$ cat config.mk
export PLATFORM = sky130hd
export DESIGN_NAME = dmm_mix_lane
export DESIGN_NICKNAME = d
export VERILOG_FILES = /design/src/rtl/core/dmm_pkg.sv /design/src/rtl/core/dmm_mix_lane.sv
export SDC_FILE = /design/constraint.sdc
export NUM_CORES = 2
export LEC_CHECK = 0
export ABC_AREA = 1
export BUFFER_PORTS_ARGS = -buffer_cell sky130_fd_sc_hd__buf_2
export CAP_MARGIN = 20
export CORE_ASPECT_RATIO = 0.5
export CORE_MARGIN = 1.5
export CORE_UTILIZATION = 45
export DETAILED_ROUTE_END_ITERATION = 16
export GPL_TIMING_DRIVEN = 1
export MAX_ROUTING_LAYER = met4
export SLEW_MARGIN = 20
export SYNTH_ARGS = -nofsm -noshare
export SYNTH_HDL_FRONTEND = slang
export SYNTH_SLANG_ARGS = --single-unit
$ cat constraint.sdc
create_clock -name vclk -period 12.9
set_input_delay 1.29 -clock vclk [all_inputs]
set_output_delay 1.29 -clock vclk [all_outputs]
set_load 0.02 [all_outputs]
$ cat src/rtl/core/dmm_pkg.sv
// Package for the density matrix mixer: widths, fixed-point constants,
// configuration register indexes, reset values and the payload structs.
// No dependencies.
package dmm_pkg;

    // Fixed-point format of densities and coefficients
    localparam int FRAC_BITS = 12;
    localparam int DATA_W    = 16;
    localparam int ROW_W     = 3 * DATA_W;
    localparam int TOL_W     = 12;
    localparam int PROD_W    = 2 * DATA_W;
    localparam int ACC_W     = PROD_W + 3;
    localparam int DIFF_W    = DATA_W + 2;

    // Configuration port
    localparam int CFG_IDX_W  = 3;
    localparam int CFG_DATA_W = ROW_W;

    localparam logic [CFG_IDX_W-1:0] CFG_ROW_RED   = 3'd0;
    localparam logic [CFG_IDX_W-1:0] CFG_ROW_GREEN = 3'd1;
    localparam logic [CFG_IDX_W-1:0] CFG_ROW_BLUE  = 3'd2;
    localparam logic [CFG_IDX_W-1:0] CFG_TOLERANCE = 3'd3;

    // 1.0 in Q3.12 and the register reset values built from it
    localparam logic [DATA_W-1:0] UNITY         = DATA_W'(1 << FRAC_BITS);
    localparam logic [ROW_W-1:0]  ROW_RED_RST   = ROW_W'(UNITY);
    localparam logic [ROW_W-1:0]  ROW_GREEN_RST = ROW_W'(UNITY) << DATA_W;
    localparam logic [ROW_W-1:0]  ROW_BLUE_RST  = ROW_W'(UNITY) << (2 * DATA_W);
    localparam logic [TOL_W-1:0]  TOL_RST       = TOL_W'(4);

    // Rounding and saturation constants of the mixed sum
    localparam logic signed [ACC_W-1:0]  ROUND_HALF = ACC_W'(1) << (FRAC_BITS - 1);
    localparam logic signed [ACC_W-1:0]  SAT_LIMIT  = ACC_W'(32767);
    localparam logic [DATA_W-1:0]        SAT_MAX    = DATA_W'(32767);

    typedef struct packed {
        logic signed [DATA_W-1:0] density_red;
        logic signed [DATA_W-1:0] density_green;
        logic signed [DATA_W-1:0] density_blue;
    } pix_in_t;

    typedef struct packed {
        logic signed [DATA_W-1:0] out_red;
        logic signed [DATA_W-1:0] out_green;
        logic signed [DATA_W-1:0] out_blue;
    } pix_out_t;

    // Coefficient rows and the identity verdict, from the register file
    typedef struct packed {
        logic [ROW_W-1:0] row_red;
        logic [ROW_W-1:0] row_green;
        logic [ROW_W-1:0] row_blue;
        logic             bypass;
    } mix_cfg_t;

endpackage

$ cat src/rtl/core/dmm_mix_lane.sv
// One output channel of the mixer: three coefficient-by-density products,
// then sum, round, floor at zero and saturate. Depends on dmm_pkg.
module dmm_mix_lane (
    input  logic [dmm_pkg::ROW_W-1:0]     row,
    input  dmm_pkg::pix_in_t              pix,
    output logic [dmm_pkg::DATA_W-1:0]    mixed
);

    logic signed [dmm_pkg::PROD_W-1:0] prod [3];
    logic signed [dmm_pkg::DATA_W-1:0] dens [3];
    logic signed [dmm_pkg::ACC_W-1:0]  acc;
    logic signed [dmm_pkg::ACC_W-1:0]  scaled;

    // Form the three coefficient-by-density products
    always_comb
    begin
        dens[0] = pix.density_red;
        dens[1] = pix.density_green;
        dens[2] = pix.density_blue;
        for (int j = 0; j < 3; j++)
        begin
            prod[j] = signed'(row[j*dmm_pkg::DATA_W +: dmm_pkg::DATA_W]) * dens[j];
        end
    end

    // Sum, round to nearest, floor at zero and saturate
    always_comb
    begin
        acc = dmm_pkg::ACC_W'(prod[0]) + dmm_pkg::ACC_W'(prod[1])
            + dmm_pkg::ACC_W'(prod[2]) + dmm_pkg::ROUND_HALF;
        scaled = acc >>> dmm_pkg::FRAC_BITS;
        if (acc[dmm_pkg::ACC_W-1])
        begin
            mixed = '0;
        end
        else if (scaled > dmm_pkg::SAT_LIMIT)
        begin
            mixed = dmm_pkg::SAT_MAX;
        end
        else
        begin
            mixed = scaled[dmm_pkg::DATA_W-1:0];
        end
    end

endmodule

==> metrics.txt <==
# TYPE chip_impl_metric gauge
chip_impl_metric{name="grt_pass1_wl",unit="µm"} 138000
chip_impl_info{name="cell_seen_most_often_among_critical_path_stages",value="sky130_fd_sc_hd__fa_1"} 1
chip_impl_metric{name="setup_slack",unit="ps"} 1560
chip_impl_metric{name="postRouteWirelength",unit="µm"} 85600
chip_impl_metric{name="remaining_drc_errors",unit=""} 0
chip_impl_info{name="synthMostInstantiatedCell",value="sky130_fd_sc_hd__inv_1"} 1
chip_impl_metric{name="place.gp.congestion",unit=""} 0.994
chip_impl_metric{name="grt_util_all_layers",unit="%"} 25.6
chip_impl_metric{name="tns",unit="ps"} 0
chip_impl_info{name="synth_top_area_cell",value="sky130_fd_sc_hd__fa_1"} 1
chip_impl_metric{name="die-area",unit="µm²"} 73000
chip_impl_metric{name="multi_input_area",unit="µm²"} 25900
chip_impl_metric{name="cp.required",unit="ps"} 11610
chip_impl_metric{name="synth.avg_cell_area",unit="µm²"} 8.34
chip_impl_metric{name="register_area",unit="µm²"} 0
chip_impl_metric{name="placed_cells_incl_taps",unit=""} 4724
chip_impl_info{name="hold_class",value="primary input to output port"} 1
chip_impl_metric{name="finalMaxSlewViolations",unit=""} 0
chip_impl_info{name="synth.top_cells.by_count",value="sky130_fd_sc_hd__inv_1 (1,445), sky130_fd_sc_hd__fa_1 (943), sky130_fd_sc_hd__nand2_1 (821)"} 1
chip_impl_metric{name="synth_seq_area_share",unit="%"} 0
chip_impl_metric{name="design.portCount",unit=""} 112
chip_impl_metric{name="floorplan.die.width",unit="µm"} 381
chip_impl_metric{name="placement.io_buffers",unit=""} 111
chip_impl_metric{name="dr.pass1.iters",unit=""} 5
chip_impl_metric{name="clock_buffer_count",unit=""} 0
chip_impl_metric{name="synth.top_cell.area_share",unit="%"} 58.9
chip_impl_metric{name="flops_and_latches",unit=""} 0
chip_impl_metric{name="nFillCells",unit=""} 6895
chip_impl_metric{name="cpPeakStageDelay",unit="ps"} 640
chip_impl_metric{name="via_count_of_the_first_global_routing_pass",unit=""} 23600
chip_impl_metric{name="grt_start_max_net_pins",unit=""} 18
chip_impl_info{name="timing_worst_setup_path_type",value="primary input to output port"} 1
chip_impl_metric{name="drt_first_iter_violations",unit=""} 1408
chip_impl_info{name="min_from",value="row[0]"} 1
chip_impl_metric{name="total_via_count_after_detailed_routing",unit=""} 22300
chip_impl_metric{name="drt-vias-per-instance",unit=""} 4.72
chip_impl_metric{name="areaGrowthSynthToFinish",unit="%"} 3.24
chip_impl_metric{name="globalRouteOverflowTotal",unit=""} 0
chip_impl_metric{name="timing.final.hold_violations",unit=""} 0
chip_impl_info{name="worst_hold_path.endpoint",value="mixed[2]"} 1
chip_impl_metric{name="hpwlAfterDp",unit="µm"} 80000
chip_impl_info{name="netlist_top_cells_area",value="sky130_fd_sc_hd__fa_1 (59%), sky130_fd_sc_hd__inv_1 (17%), sky130_fd_sc_hd__nand2_1 (9.6%), sky130_fd_sc_hd__ha_1 (7.6%), sky130_fd_sc_hd__clkbuf_1 (2.0%)"} 1
chip_impl_metric{name="drive_gt1_share",unit="%"} 4.50
chip_impl_metric{name="min_period",unit="ps"} 11340
chip_impl_info{name="grt_most_used_layer",value="met1"} 1
chip_impl_info{name="worstSetupEndpointType",value="output port"} 1
chip_impl_metric{name="postCtsSetupRepairBufs",unit=""} 0
chip_impl_metric{name="final_setup_violations",unit=""} 0
chip_impl_metric{name="post-route-period-util",unit="%"} 87.9
chip_impl_metric{name="synth.distinct_cells",unit=""} 41
chip_impl_metric{name="final-instance-count-excl-fill",unit=""} 4725
chip_impl_metric{name="syn-num-nets",unit=""} 5079
chip_impl_metric{name="grt_antenna_before_repair",unit=""} 1
chip_impl_metric{name="util_after_layout",unit="%"} 47.5
chip_impl_metric{name="syn-instance-count",unit=""} 3845
chip_impl_metric{name="worst_hold_path_cell_count",unit=""} 10
chip_impl_info{name="cp_slowest_cell",value="sky130_fd_sc_hd__fa_1"} 1
chip_impl_metric{name="grt_use_met1",unit="%"} 42.6
chip_impl_metric{name="groute.layer.met3.usage",unit="%"} 2.16
chip_impl_metric{name="synth.cell_area",unit="µm²"} 32100
chip_impl_metric{name="synthesis.yosys.warnings",unit=""} 0
chip_impl_metric{name="cts_resized",unit=""} 0
chip_impl_metric{name="initial_core_util",unit="%"} 46.0
chip_impl_metric{name="fmaxAchievable",unit="GHz"} 0.0882
chip_impl_metric{name="hold_buffers",unit=""} 0
chip_impl_metric{name="antenna_left",unit=""} 0
chip_impl_metric{name="fin_nets",unit=""} 5015
chip_impl_metric{name="crit_fanout",unit=""} 16
chip_impl_metric{name="floorplan.rows",unit=""} 68
chip_impl_metric{name="fp.coreArea",unit="µm²"} 69800
chip_impl_metric{name="die_height",unit="µm"} 192
chip_impl_metric{name="timing.slew.headroom",unit="%"} 47.2
chip_impl_metric{name="drv.max_cap_violation_count",unit=""} 0
chip_impl_info{name="critical_path.startpoint_type",value="primary input"} 1
chip_impl_metric{name="global_route.usage.met2",unit="%"} 34.9
chip_impl_metric{name="placement.setup.worst_slack",unit="ps"} 1610
chip_impl_metric{name="crit_arrival",unit="ps"} 10050
chip_impl_metric{name="routed_wire_length_per_instance",unit="µm"} 18.1
chip_impl_metric{name="timing_worst_slew_pin_value",unit="ps"} 789
chip_impl_info{name="run_status",value="finished clean"} 1
chip_impl_info{name="grt_setup_unrepaired",value="false"} 1
area by class of cell:
class / count / area share, %
antenna: 1 / 0.00756
tap: 945 / 3.57
timing repair buffer: 111 / 1.68
inverter: 1448 / 16.4
multi-input combinational: 2220 / 78.3
through the flow:
step / hold WS (ps) / area [µm²]
finish: 3740 / 33100
global route: 3780 / 33100
CTS: 3740 / 33100
detailed placement: 3740 / 33100
global placement: 3740 / 33100
floorplan: 3260 / 32100
kinds of logic after synthesis:
group,synth area share (%)
other,0.0117
buffers and inverters,19.1
AND/OR/NAND/NOR,11.9
adder cells (fa/ha/maj),66.5
XOR/XNOR,0.924
AO/OA/AOI/OAI,1.58
worst max path at each step:
stage	startpoint	to	slack, ps	cells after the start
2_1_floorplan	pix[17]	mixed[10]	2920	33
3_3_place_gp	pix[0]	mixed[1]	1680	30
3_5_place_dp	pix[0]	mixed[2]	1610	30
4_1_cts	pix[0]	mixed[2]	1580	30
5_1_grt	pix[0]	mixed[3]	1130	30
6_report	pix[0]	mixed[2]	1560	30
critical path: cells and delay by family:
kind	cells	cell delay, ps
AOI/OAI and AO/OA	4	820
buffers and inverters	9	1220
adders and majority gates	10	5180
and+or+nand+nor	7	1500
layer usage:
metal | wire length, µm | part of all wire (%)
met5 | 0 | 0
met4 | 645 | 0.75
met3 | 6520 | 7.6
met2 | 33800 | 39
met1 | 44700 | 52
layout by cell type, fill, tap and decap left out, types with 3 or more instances in the layout:
master / netlist / routed
sky130_fd_sc_hd__xnor2_1: 21 / 21
sky130_fd_sc_hd__o21bai_1: 4 / 4
sky130_fd_sc_hd__fa_1: 943 / 943
sky130_fd_sc_hd__a21oi_1: 40 / 40
sky130_fd_sc_hd__or2_2: 16 / 16
sky130_fd_sc_hd__nor2_1: 78 / 78
sky130_fd_sc_hd__o21ai_1: 5 / 5
sky130_fd_sc_hd__nor3_1: 4 / 4
sky130_fd_sc_hd__nand2_1: 821 / 821
sky130_fd_sc_hd__o21a_1: 3 / 3
sky130_fd_sc_hd__ha_1: 195 / 195
sky130_fd_sc_hd__nand2_2: 11 / 11
sky130_fd_sc_hd__inv_2: 3 / 3
sky130_fd_sc_hd__buf_2: 0 / 111
sky130_fd_sc_hd__nand3_1: 10 / 10
sky130_fd_sc_hd__inv_1: 1445 / 1445
sky130_fd_sc_hd__xor2_1: 11 / 11
sky130_fd_sc_hd__o21ai_0: 17 / 17
sky130_fd_sc_hd__nor2_2: 5 / 5
sky130_fd_sc_hd__nand2_4: 4 / 4
sky130_fd_sc_hd__a21oi_2: 10 / 10
Power is not shown: default switching activity piles up to over one toggle a cycle in this logic, so the estimate is an artifact.
