**src/rtl/core/dmm_pkg.sv**
```systemverilog
// Package for the density matrix mixer: widths, fixed-point constants,
// configuration register indexes, reset values and the payload structs.
// No dependencies.
package dmm_pkg;

    // Fixed-point format of densities and coefficients
    localparam int FRAC_BITS = 12;
    localparam int DATA_W    = 16;
    localparam int ROW_W     = 3 * DATA_W;
    localparam int TOL_W     = 12;
    localparam int PROD_W    = 2 * DATA_W;
    localparam int ACC_W     = PROD_W + 3;
    localparam int DIFF_W    = DATA_W + 2;

    // Configuration port
    localparam int CFG_IDX_W  = 3;
    localparam int CFG_DATA_W = ROW_W;

    localparam logic [CFG_IDX_W-1:0] CFG_ROW_RED   = 3'd0;
    localparam logic [CFG_IDX_W-1:0] CFG_ROW_GREEN = 3'd1;
    localparam logic [CFG_IDX_W-1:0] CFG_ROW_BLUE  = 3'd2;
    localparam logic [CFG_IDX_W-1:0] CFG_TOLERANCE = 3'd3;

    // 1.0 in Q3.12 and the register reset values built from it
    localparam logic [DATA_W-1:0] UNITY         = DATA_W'(1 << FRAC_BITS);
    localparam logic [ROW_W-1:0]  ROW_RED_RST   = ROW_W'(UNITY);
    localparam logic [ROW_W-1:0]  ROW_GREEN_RST = ROW_W'(UNITY) << DATA_W;
    localparam logic [ROW_W-1:0]  ROW_BLUE_RST  = ROW_W'(UNITY) << (2 * DATA_W);
    localparam logic [TOL_W-1:0]  TOL_RST       = TOL_W'(4);

    // Rounding and saturation constants of the mixed sum
    localparam logic signed [ACC_W-1:0]  ROUND_HALF = ACC_W'(1) << (FRAC_BITS - 1);
    localparam logic signed [ACC_W-1:0]  SAT_LIMIT  = ACC_W'(32767);
    localparam logic [DATA_W-1:0]        SAT_MAX    = DATA_W'(32767);

    typedef struct packed {
        logic signed [DATA_W-1:0] density_red;
        logic signed [DATA_W-1:0] density_green;
        logic signed [DATA_W-1:0] density_blue;
    } pix_in_t;

    typedef struct packed {
        logic signed [DATA_W-1:0] out_red;
        logic signed [DATA_W-1:0] out_green;
        logic signed [DATA_W-1:0] out_blue;
    } pix_out_t;

    // Coefficient rows and the identity verdict, from the register file
    typedef struct packed {
        logic [ROW_W-1:0] row_red;
        logic [ROW_W-1:0] row_green;
        logic [ROW_W-1:0] row_blue;
        logic             bypass;
    } mix_cfg_t;

endpackage

```
**src/rtl/core/dmm_cfg_regs.sv**
```systemverilog
// Configuration registers of the density matrix mixer and the identity test.
// Depends on dmm_pkg.
module dmm_cfg_regs (
    input  logic                             clk,
    input  logic                             rst_n,
    input  logic                             cfg_we,
    input  logic [dmm_pkg::CFG_IDX_W-1:0]    cfg_index,
    input  logic [dmm_pkg::CFG_DATA_W-1:0]   cfg_data,
    output dmm_pkg::mix_cfg_t                cfg
);

    logic [dmm_pkg::ROW_W-1:0] row_red_reg, row_red_next;
    logic [dmm_pkg::ROW_W-1:0] row_green_reg, row_green_next;
    logic [dmm_pkg::ROW_W-1:0] row_blue_reg, row_blue_next;
    logic [dmm_pkg::TOL_W-1:0] tol_reg, tol_next;
    logic [dmm_pkg::ROW_W-1:0] rows [3];
    logic                      ident;

    // Decode the register write; drop unknown indexes
    always_comb
    begin
        row_red_next   = row_red_reg;
        row_green_next = row_green_reg;
        row_blue_next  = row_blue_reg;
        tol_next       = tol_reg;
        if (cfg_we)
        begin
            case (cfg_index)
                dmm_pkg::CFG_ROW_RED:   row_red_next   = cfg_data;
                dmm_pkg::CFG_ROW_GREEN: row_green_next = cfg_data;
                dmm_pkg::CFG_ROW_BLUE:  row_blue_next  = cfg_data;
                dmm_pkg::CFG_TOLERANCE: tol_next       = cfg_data[dmm_pkg::TOL_W-1:0];
                default:                ;
            endcase
        end
    end

    always_ff @(posedge clk or negedge rst_n)
    begin
        if (!rst_n)
        begin
            row_red_reg   <= dmm_pkg::ROW_RED_RST;
            row_green_reg <= dmm_pkg::ROW_GREEN_RST;
            row_blue_reg  <= dmm_pkg::ROW_BLUE_RST;
            tol_reg       <= dmm_pkg::TOL_RST;
        end
        else
        begin
            row_red_reg   <= row_red_next;
            row_green_reg <= row_green_next;
            row_blue_reg  <= row_blue_next;
            tol_reg       <= tol_next;
        end
    end

    // Check all nine coefficients against the identity within tolerance
    always_comb
    begin
        logic signed [dmm_pkg::DIFF_W-1:0] diff;
        logic        [dmm_pkg::DIFF_W-1:0] mag;
        rows[0] = row_red_reg;
        rows[1] = row_green_reg;
        rows[2] = row_blue_reg;
        ident   = 1'b1;
        for (int i = 0; i < 3; i++)
        begin
            for (int j = 0; j < 3; j++)
            begin
                diff = dmm_pkg::DIFF_W'(signed'(rows[i][j*dmm_pkg::DATA_W +: dmm_pkg::DATA_W]));
                if (i == j)
                begin
                    diff = diff - dmm_pkg::DIFF_W'(dmm_pkg::UNITY);
                end
                mag = diff[dmm_pkg::DIFF_W-1] ? dmm_pkg::DIFF_W'(-diff) : dmm_pkg::DIFF_W'(diff);
                if (mag > dmm_pkg::DIFF_W'(tol_reg))
                begin
                    ident = 1'b0;
                end
            end
        end
    end

    assign cfg.row_red   = row_red_reg;
    assign cfg.row_green = row_green_reg;
    assign cfg.row_blue  = row_blue_reg;
    assign cfg.bypass    = ident;

endmodule

```
**config.mk**
```make
export PLATFORM = sky130hd
export DESIGN_NAME = dmm_cfg_regs
export DESIGN_NICKNAME = d
export VERILOG_FILES = /design/src/rtl/core/dmm_pkg.sv /design/src/rtl/core/dmm_cfg_regs.sv
export SDC_FILE = /design/constraint.sdc
export NUM_CORES = 1
export LEC_CHECK = 0
export ABC_AREA = 1
export BUFFER_PORTS_ARGS = -buffer_cell sky130_fd_sc_hd__buf_4
export CAP_MARGIN = 10
export CORE_MARGIN = 2
export CORE_UTILIZATION = 35
export CTS_BUF_LIST = sky130_fd_sc_hd__clkbuf_8
export CTS_CLUSTER_SIZE = 8
export DETAILED_ROUTE_END_ITERATION = 10
export PLACE_DENSITY = 0.62
export SYNTH_ARGS = -nofsm -noshare
export SYNTH_HDL_FRONTEND = slang
export SYNTH_SLANG_ARGS = --single-unit
export TNS_END_PERCENT = 100
```
**constraint.sdc**
```tcl
create_clock -name clk -period 2.8 [get_ports clk]
set_clock_uncertainty 0.05 [all_clocks]
set_input_delay 0.14 -clock clk [delete_from_list [all_inputs] [get_ports clk]]
set_output_delay 0.14 -clock clk [all_outputs]
set_load 0.01 [all_outputs]
```
==> impl_metrics.json, run 1 <==
{
  "core_mm2": 0.0334,
  "final-setup-viol-count": 1,
  "final_core_util_pct": 49.4,
  "antenna_found_initial": 0,
  "arrival_ns": 3.17,
  "p_clk_share_pct": 15.1,
  "htreeDepth": 4,
  "seq_power_share_pct": 26.1,
  "synth_top_area_share_pct": 32.0,
  "cts_buffers": 17,
  "synthFlopType": "dfrtp_1",
  "p_sw_uw": 5540,
  "violations": "setup timing",
  "clockRootBuffer": "clkbuf_8",
  "ir_worst_vdd_v": 0.000479,
  "synth_area_leaders": "dfrtp_1 (32%), nand2_1 (15%), ha_1 (13%)",
  "p_leak_uw": 0.00873,
  "drt-total-wl_um": 40100,
  "yosysMostFrequentCell": "nand2_1",
  "final_max_slew_viol_count": 0,
  "clock_path_buffers": 2,
  "port_buffers": 198,
  "post-route-period-util_pct": 120,
  "rsz0062_at_grt": "true",
  "dp_hpwl_um": 30300,
  "r2r.worst_path.cells": 3,
  "io-pin-count": 199,
  "clkTransAtPathRegs_ns": 0.10,
  "r2r_end": "row_red_reg[31]$_DFFE_PN0P_",
  "hold_violations": 0,
  "grt_pass1_wl_um": 62800,
  "std_cell_rows": 67,
  "syn_area_per_cell_um2": 7.17,
  "ant_nets": 0,
  "fin_ws_ns": -0.556,
  "start_kind": "flop",
  "initial_core_util_pct": 35.5,
  "synth_edf_count": 0,
  "outcome": "finished with violations",
  "drive_above_1_share_pct": 25.8,
  "switching_share_pct": 45.3,
  "max_cap_violations": 0,
  "drtPass1Iterations": 6,
  "critPathKind": "reg -> out",
  "worst_slew_pin_slew_ns": 0.867,
  "reg2reg_slack_ns": 1.62,
  "hold-worst-slack_ns": 0.142,
  "overflow": 0,
  "min_period_ns": 3.36,
  "grt.total_usage_pct": 22.7,
  "nets": 2248,
  "die-area_mm2": 0.0354,
  "fmax_mhz": 298,
  "worst_skew_pair.late_latency_ns": 0.50,
  "end_kind": "output pin",
  "cts_tree": "yes",
  "viasPerCell": 4.86,
  "synth_fp_nets": 1834,
  "seq_area_frac_synth_pct": 32.9,
  "die_w_um": 188,
  "worst_hold_path_type": "in -> async",
  "vias": 12300,
  "synth.distinct_cells": 38,
  "slew_headroom_pct": 42.2,
  "p_comb_share_pct": 58.8,
  "critical_path_peak_fanout": 5,
  "place.gp.congestion": 0.867,
  "synth_cells": 1657,
  "yosys.area.top_type": "dfrtp_1",
  "worst_r2r_startpoint": "row_red_reg[31]$_DFFE_PN0P_",
  "grt_max_degree": 97,
  "drtIter0Drc": 769,
  "clock_sinks": 156,
  "drc": 0,
  "grt_pass1_vias": 11800,
  "synthTopCellsByCount": "nand2_1 (461), inv_1 (211), o21ai_0 (202), dfrtp_1 (152), nor2_1 (137)",
  "syn2layout_area_growth_pct": 39.1,
  "synth_seq_cells": 156,
  "synth_warnings": 0,
  "synthesis.area_mm2": 0.0119,
  "required_ns": 2.61,
  "avgRoutedWirePerCell_um": 15.9,
  "power_density_mw_per_mm2": 741,
  "die_y_um": 188,
  "p_int_uw": 6700,
  "antenna_cells": 0,
  "async_reset_ff_share_pct": 100
}
## layout make-up
type	count	area [um^2]
clock buffer	17	234
clock inverter	15	175
fill	3221	16900
inverter	219	825
multi-input combinational	1242	7300
sequential	156	3910
tap	448	561
timing repair buffer	435	3530
## power by group through the flow
stage	logic (uW)	registers [uW]	clock network (uW)
floorplan	3820	3340	0
global placement	6560	3210	0
detailed placement	6730	3210	0
CTS	6950	3180	1890
global route	8140	3260	1970
finish	7200	3200	1850
## worst max path at each step
stage | startpoint | to | slack (ns) | cells past startpoint
floorplan | row_red_reg[12]$_DFFE_PN1P_ | cfg[0] | 0.003 | 19
global placement | row_red_reg[12]$_DFFE_PN1P_ | cfg[0] | -0.24 | 18
detailed placement | row_red_reg[12]$_DFFE_PN1P_ | cfg[0] | -0.24 | 20
CTS | row_blue_reg[44]$_DFFE_PN1P_ | cfg[0] | -0.60 | 19
global route | row_red_reg[1]$_DFFE_PN0P_ | cfg[0] | -0.77 | 20
finish | row_blue_reg[44]$_DFFE_PN1P_ | cfg[0] | -0.56 | 19
## critical path, stage by stage, from the launching register on
cell	delay, ns
dfstp_2	0.55
inv_2	0.05
ha_4	0.16
nand2_4	0.11
nand2_8	0.08
nand2_4	0.10
nand2_4	0.06
buf_4	0.14
nor2_4	0.11
xor2_2	0.08
ha_1	0.29
nand2_1	0.07
nor2_1	0.10
nand4_1	0.13
nand2_2	0.10
nand2_2	0.06
nor2_2	0.09
nand3_2	0.11
nor2_4	0.15
buf_6	0.11
## placed cells by master, fill, tap and decap left out, types with 6 or more instances in the layout
cell	n
nand4_1	15
dfrtp_1	152
a21oi_1	46
inv_1	196
dlygate4sd3_1	49
nand2_4	9
ha_1	117
nor2_1	124
o21a_1	7
nor2_4	7
xor2_1	74
clkbuf_8	17
o21ai_1	6
nor2_2	19
o21ai_2	7
inv_2	23
nand3_2	9
nand3_1	68
xnor2_1	19
nand2_2	21
nand2_1	446
buf_12	10
buf_4	372
o21ai_0	195
## cell families (layout without fill, tap and decap cells)
logic type	Yosys count	count (layout)	synth area share [%]
buf+inv	262	686	8.40
simple gates	726	728	25.3
compound gates	296	297	13.6
flops	156	156	32.9
fa+ha+maj	123	123	13.0
xor+xnor	94	94	6.93
## stage by stage
stage          TNS (ns)  setup WS (ns)  power [uW]  cell area [um^2]  cells
2_1_floorplan         0        0.00293        7160             11900   1657
3_3_place_gp     -0.236         -0.236        9770             15200   2435
3_5_place_dp     -0.238         -0.238        9950             15200   2435
4_1_cts          -0.603         -0.603       12000             16300   2522
5_1_grt          -0.772         -0.772       13400             16500   2532
6_report         -0.556         -0.556       12200             16500   2532
## layer usage
metal	share of wire, %	wire length [um]	up-vias	GRT usage [%]
met2	48	19200	333	38.1
met5	0	0	-	0
met4	2.2	900	0	6.78
li1	-	-	6159	-
met3	5.1	2040	52	3.35
met1	45	18000	5751	30.2
## what timing repair did
action,in CTS,in global routing
resized for setup,28,64
endpoints found under the setup margin,1,1
gates cloned,2,1
endpoints found under the hold margin,217,0
hold buffers,49,0
pin swaps,22,36
buffers inserted,4,9
No activity file was read; power rests on OpenSTA's default activity.
==> run 2, diff against run 1 <==
--- a/config.mk
+++ b/config.mk
@@ -10,7 +10,6 @@
 export CAP_MARGIN = 10
 export CORE_MARGIN = 2
 export CORE_UTILIZATION = 35
-export CTS_BUF_LIST = sky130_fd_sc_hd__clkbuf_8
 export CTS_CLUSTER_SIZE = 8
 export DETAILED_ROUTE_END_ITERATION = 10
 export PLACE_DENSITY = 0.62
==> impl_metrics.json, run 2 (same netlist as run 1, synthesis figures left out) <==
{
  "ir_worst_vdd_v": 0.000507,
  "overflow": 0,
  "clockRootBuffer": "clkbuf_16",
  "final_max_slew_viol_count": 0,
  "final_common_cell": "nand2_1",
  "cts_buffers": 17,
  "drive_above_1_share_pct": 25.9,
  "antenna_cells": 0,
  "drt-total-wl_um": 40300,
  "fin_ws_ns": -0.521,
  "worst_slew_pin_slew_ns": 0.872,
  "finalSetupTns_ns": -0.521,
  "drc": 0,
  "min_period_ns": 3.32,
  "required_ns": 2.61,
  "critPathKind": "reg -> out",
  "syn2layout_area_growth_pct": 40.0,
  "die-area_mm2": 0.0354,
  "n_fill_cell": 3197,
  "clkTransAtPathRegs_ns": 0.07,
  "initial_core_util_pct": 35.5,
  "outcome": "finished with violations",
  "drtPass1Iterations": 5,
  "violations": "setup timing",
  "cts_tree": "yes",
  "vias": 12300,
  "worst_hold_path_type": "in -> reg",
  "grt_pass1_wl_um": 63000,
  "core_mm2": 0.0334,
  "ant_nets": 0,
  "rsz0062_at_grt": "true",
  "clock_sinks": 156,
  "place.gp.congestion": 0.867,
  "grt_max_degree": 97,
  "die_y_um": 188,
  "final-setup-viol-count": 1,
  "port_buffers": 198,
  "start_kind": "flop",
  "io-pin-count": 199,
  "placed_area_mm2": 0.0152,
  "nets": 2240,
  "power_density_mw_per_mm2": 773,
  "fin_area_mm2": 0.0166,
  "dp_hpwl_um": 30300,
  "die_w_um": 188,
  "avgRoutedWirePerCell_um": 16.0,
  "post-route-period-util_pct": 119,
  "antenna_found_initial": 0,
  "p_leak_uw": 0.00878,
  "most-common-layout-cells": "nand2_1 (446), buf_4 (372), o21ai_0 (197)",
  "critical_path_peak_fanout": 5,
  "arrival_ns": 3.13,
  "fmax_mhz": 301,
  "hold_violations": 0,
  "end_kind": "output pin",
  "clock_path_buffers": 2,
  "grt.total_usage_pct": 22.8,
  "drtIter0Drc": 801,
  "grt_pass1_vias": 11800,
  "htreeDepth": 4,
  "slew_headroom_pct": 41.9,
  "worst_skew_pair.late_latency_ns": 0.46,
  "viasPerCell": 4.86,
  "max_cap_violations": 0,
  "std_cell_rows": 67
}
-- run 2: cell count changes in the layout (fill, tap and decap cells not counted), moves of 2 or more --
cell           previous run  this run
o21ai_1                   6         4
clkbuf_8                 17         0
clkbuf_16                 0        17
dlygate4sd3_1            49        40
o21ai_0                 195       197
-- run 2: what timing repair did --
action | CTS | global route
buffers inserted | 4 | 10
cloned | 2 | 1
pin swaps | 22 | 31
resized for setup | 29 | 61
endpoints found under the setup margin | 1 | 1
hold buffers | 40 | 0
hold endpoints to repair | 166 | 0
-- run 2: area by class of cell --
| cell class | instances | area [um^2] | area share, % |
|---|---|---|---|
| clock buffers | 18 | 429 | 2.58 |
| clock inverters | 14 | 171 | 1.03 |
| inverters | 219 | 825 | 4.95 |
| multi-input cells | 1242 | 7300 | 43.8 |
| flip-flops and latches | 156 | 3910 | 23.5 |
| well taps | 448 | 561 | 3.37 |
| repair buffers | 427 | 3450 | 20.7 |
-- run 2: worst max-delay path: stages, from the launching register on --
cell	delay [ns]
dfstp_2	0.54
inv_2	0.05
ha_4	0.16
nand2_4	0.11
nand2_8	0.09
nand2_4	0.11
nand2_4	0.06
xor2_1	0.15
ha_1	0.34
nand2_2	0.11
nor2_2	0.05
o211ai_1	0.08
nand3_1	0.09
nand2_1	0.07
nand2_1	0.05
nand2_2	0.08
nand2_2	0.06
nor2_2	0.09
nand3_2	0.12
nor2_4	0.15
buf_6	0.11
-- run 2: worst paths after layout --
check                                                    to                    startpoint  slack, ns  depth (start not counted)
max in group asynchronous            tol_reg[2]$_DFFE_PN1P_                         rst_n       1.71                          3
worst min-delay path             row_red_reg[6]$_DFFE_PN0P_                   cfg_data[6]       0.01                          3
min in group asynchronous        row_red_reg[1]$_DFFE_PN0P_                         rst_n       0.19                          2
worst max-delay path                                 cfg[0]  row_blue_reg[44]$_DFFE_PN1P_      -0.52                         20
worst max register to register  row_red_reg[31]$_DFFE_PN0P_   row_red_reg[31]$_DFFE_PN0P_       1.65                          3
worst min register to register       tol_reg[5]$_DFFE_PN0P_        tol_reg[5]$_DFFE_PN0P_       0.44                          2
-- run 2: metrics by stage --
step                utilization [%]  std cells  total power [uW]  worst slack [ns]  hold slack [ns]
floorplan                         -       1657              7160           0.00293           -0.206
global route                   49.8       2524             14000            -0.689           0.0213
finish                         49.8       2524             12900            -0.521           0.0112
global placement               45.5       2435              9770            -0.236            0.146
detailed placement             45.5       2435              9950            -0.238            0.147
CTS                            48.9       2513             12600            -0.525          0.00299
-- run 2: metal layers --
layer,up-vias,routed length (um),track usage [%]
met2,350,19100,38.1
met1,5723,18200,30.3
li1,6154,-,-
met5,-,0,0
met4,0,856,6.57
met3,49,2050,3.61
-- run 2: power by group --
group          total [uW]  switching (uW)  internal (uW)
Combinational        7210            3940           3260
Sequential           3200             519           2680
Clock                2460            1170           1280
Total               12900            5640           7230
==> run 3, diff against run 2 <==
--- a/config.mk
+++ b/config.mk
@@ -12,7 +12,7 @@
 export CORE_UTILIZATION = 35
 export CTS_CLUSTER_SIZE = 8
 export DETAILED_ROUTE_END_ITERATION = 10
-export PLACE_DENSITY = 0.62
+export PLACE_DENSITY_LB_ADDON = 0.25
 export SYNTH_ARGS = -nofsm -noshare
 export SYNTH_HDL_FRONTEND = slang
 export SYNTH_SLANG_ARGS = --single-unit
==> impl_metrics.json, run 3 (same netlist as run 1, synthesis figures left out) <==
{
  "arrival_ns": 3.13,
  "slew_headroom_pct": 39.3,
  "rsz0062_at_grt": "true",
  "std_cell_rows": 67,
  "place.gp.congestion": 0.869,
  "finalSetupTns_ns": -0.522,
  "outcome": "finished with violations",
  "power_density_mw_per_mm2": 775,
  "worst_hold_path_type": "in -> reg",
  "avgRoutedWirePerCell_um": 16.2,
  "violations": "setup timing",
  "initial_core_util_pct": 35.5,
  "clock_sinks": 156,
  "critPathKind": "reg -> out",
  "fmax_mhz": 301,
  "cts_tree": "yes",
  "clkTransAtPathRegs_ns": 0.07,
  "hold-worst-slack_ns": 0.00823,
  "vias": 12300,
  "final_common_cell": "nand2_1",
  "grt.total_usage_pct": 23.2,
  "die_y_um": 188,
  "clock_path_buffers": 2,
  "final_core_util_pct": 49.5,
  "nets": 2240,
  "antenna_cells": 0,
  "cts_buffers": 17,
  "antenna_found_initial": 1,
  "io-pin-count": 199,
  "ir_worst_vdd_v": 0.000551,
  "required_ns": 2.61,
  "hold_violations": 0,
  "drtPass1Iterations": 7,
  "core_mm2": 0.0334,
  "worst_slew_pin_slew_ns": 0.911,
  "grt_pass1_vias": 11800,
  "drc": 0,
  "p_leak_uw": 0.00876,
  "most-common-layout-cells": "nand2_1 (447), buf_4 (379), inv_1 (203)",
  "die_w_um": 188,
  "end_kind": "output pin",
  "grt_max_degree": 97,
  "port_buffers": 198,
  "start_kind": "flop",
  "worst_skew_pair.late_latency_ns": 0.45,
  "post-route-period-util_pct": 119,
  "ant_nets": 0,
  "die-area_mm2": 0.0354,
  "clockRootBuffer": "clkbuf_16",
  "max_cap_violations": 0,
  "final_max_slew_viol_count": 0,
  "htreeDepth": 4,
  "dp_hpwl_um": 31200,
  "drive_above_1_share_pct": 25.2,
  "fin_ws_ns": -0.522,
  "n_fill_cell": 3245,
  "grt_pass1_wl_um": 63800,
  "final-setup-viol-count": 1,
  "drt-total-wl_um": 40800,
  "viasPerCell": 4.86,
  "overflow": 0,
  "drtIter0Drc": 732,
  "critical_path_peak_fanout": 3,
  "syn2layout_area_growth_pct": 39.3,
  "min_period_ns": 3.32
}
## run 3: cell count changes in the layout (fill, tap and decap cells not counted), moves of 5 or more
cell	change
inv_2	-7
inv_8	-5
inv_1	+7
buf_4	+7
nor2_1	+5
## run 3: final cells by class
type                       count  area (um^2)  area share, %
multi-input combinational   1242         7260           43.8
sequential                   156         3910           23.6
inverter                     219          825           4.98
tap                          448          561           3.38
clock buffer                  19          433           2.61
clock inverter                13          165          0.997
timing repair buffer         427         3410           20.6
## run 3: path summary, 6_finish.rpt
kind,from,endpoint,slack (ns),cells past startpoint
worst min-delay path,cfg_data[36],row_red_reg[36]$_DFFE_PN0P_,0.008,3
min in group asynchronous,rst_n,row_blue_reg[5]$_DFFE_PN0P_,0.20,2
max in group asynchronous,rst_n,row_green_reg[28]$_DFFE_PN1P_,1.67,3
worst max register to register,row_red_reg[31]$_DFFE_PN0P_,row_red_reg[31]$_DFFE_PN0P_,1.66,3
worst max-delay path,row_red_reg[1]$_DFFE_PN0P_,cfg[0],-0.52,18
worst min register to register,tol_reg[10]$_DFFE_PN0P_,tol_reg[10]$_DFFE_PN0P_,0.44,2
## run 3: repair_timing
item,in CTS,in global routing
resized for setup,14,61
hold buffers,37,0
pin swaps,7,46
endpoints found under the setup margin,1,1
buffers inserted,2,8
cloned,1,2
endpoints found under the hold margin,147,0
## run 3: worst max-delay path: stages, from the launching register on
cell and delay (ns):
dfrtp_1 0.40, buf_4 0.14, nor2_1 0.14, nand2_2 0.12, nor2_2 0.16, a21oi_2 0.09
xor2_1 0.15, ha_1 0.33, a21o_1 0.17, nor2_1 0.11, nand3_1 0.09, nand2_1 0.07
nand2_1 0.05, nand2_1 0.08, nand2_2 0.08, nor2_4 0.13, nand3_2 0.10, nor2_4 0.15
buf_6 0.12
## run 3: metal layers
layer,up-vias,share of wire (%),wire length [um],global-route usage [%]
met4,0,2.7,1090,7.93
met1,5758,45,18500,31.1
met2,298,47,19300,38.4
li1,6149,-,-,-
met5,-,0,0,0
met3,55,4.5,1820,3.37
## run 3: power breakdown
part / switching [uW] / internal [uW]
Combinational: 3950 / 3240
Clock: 1050 / 1410
Sequential: 507 / 2680
Total: 5500 / 7330
## run 3: metrics by stage
stage,instance area [um^2],worst slack [ns],total power [uW],instances
after detailed placement,15200,-0.261,10000,2442
final,16600,-0.522,12800,2524
after CTS,16300,-0.562,12600,2514
after floorplan,11900,0.00293,7160,1657
after global routing,16600,-0.706,14000,2524
after global placement,15200,-0.222,9820,2442
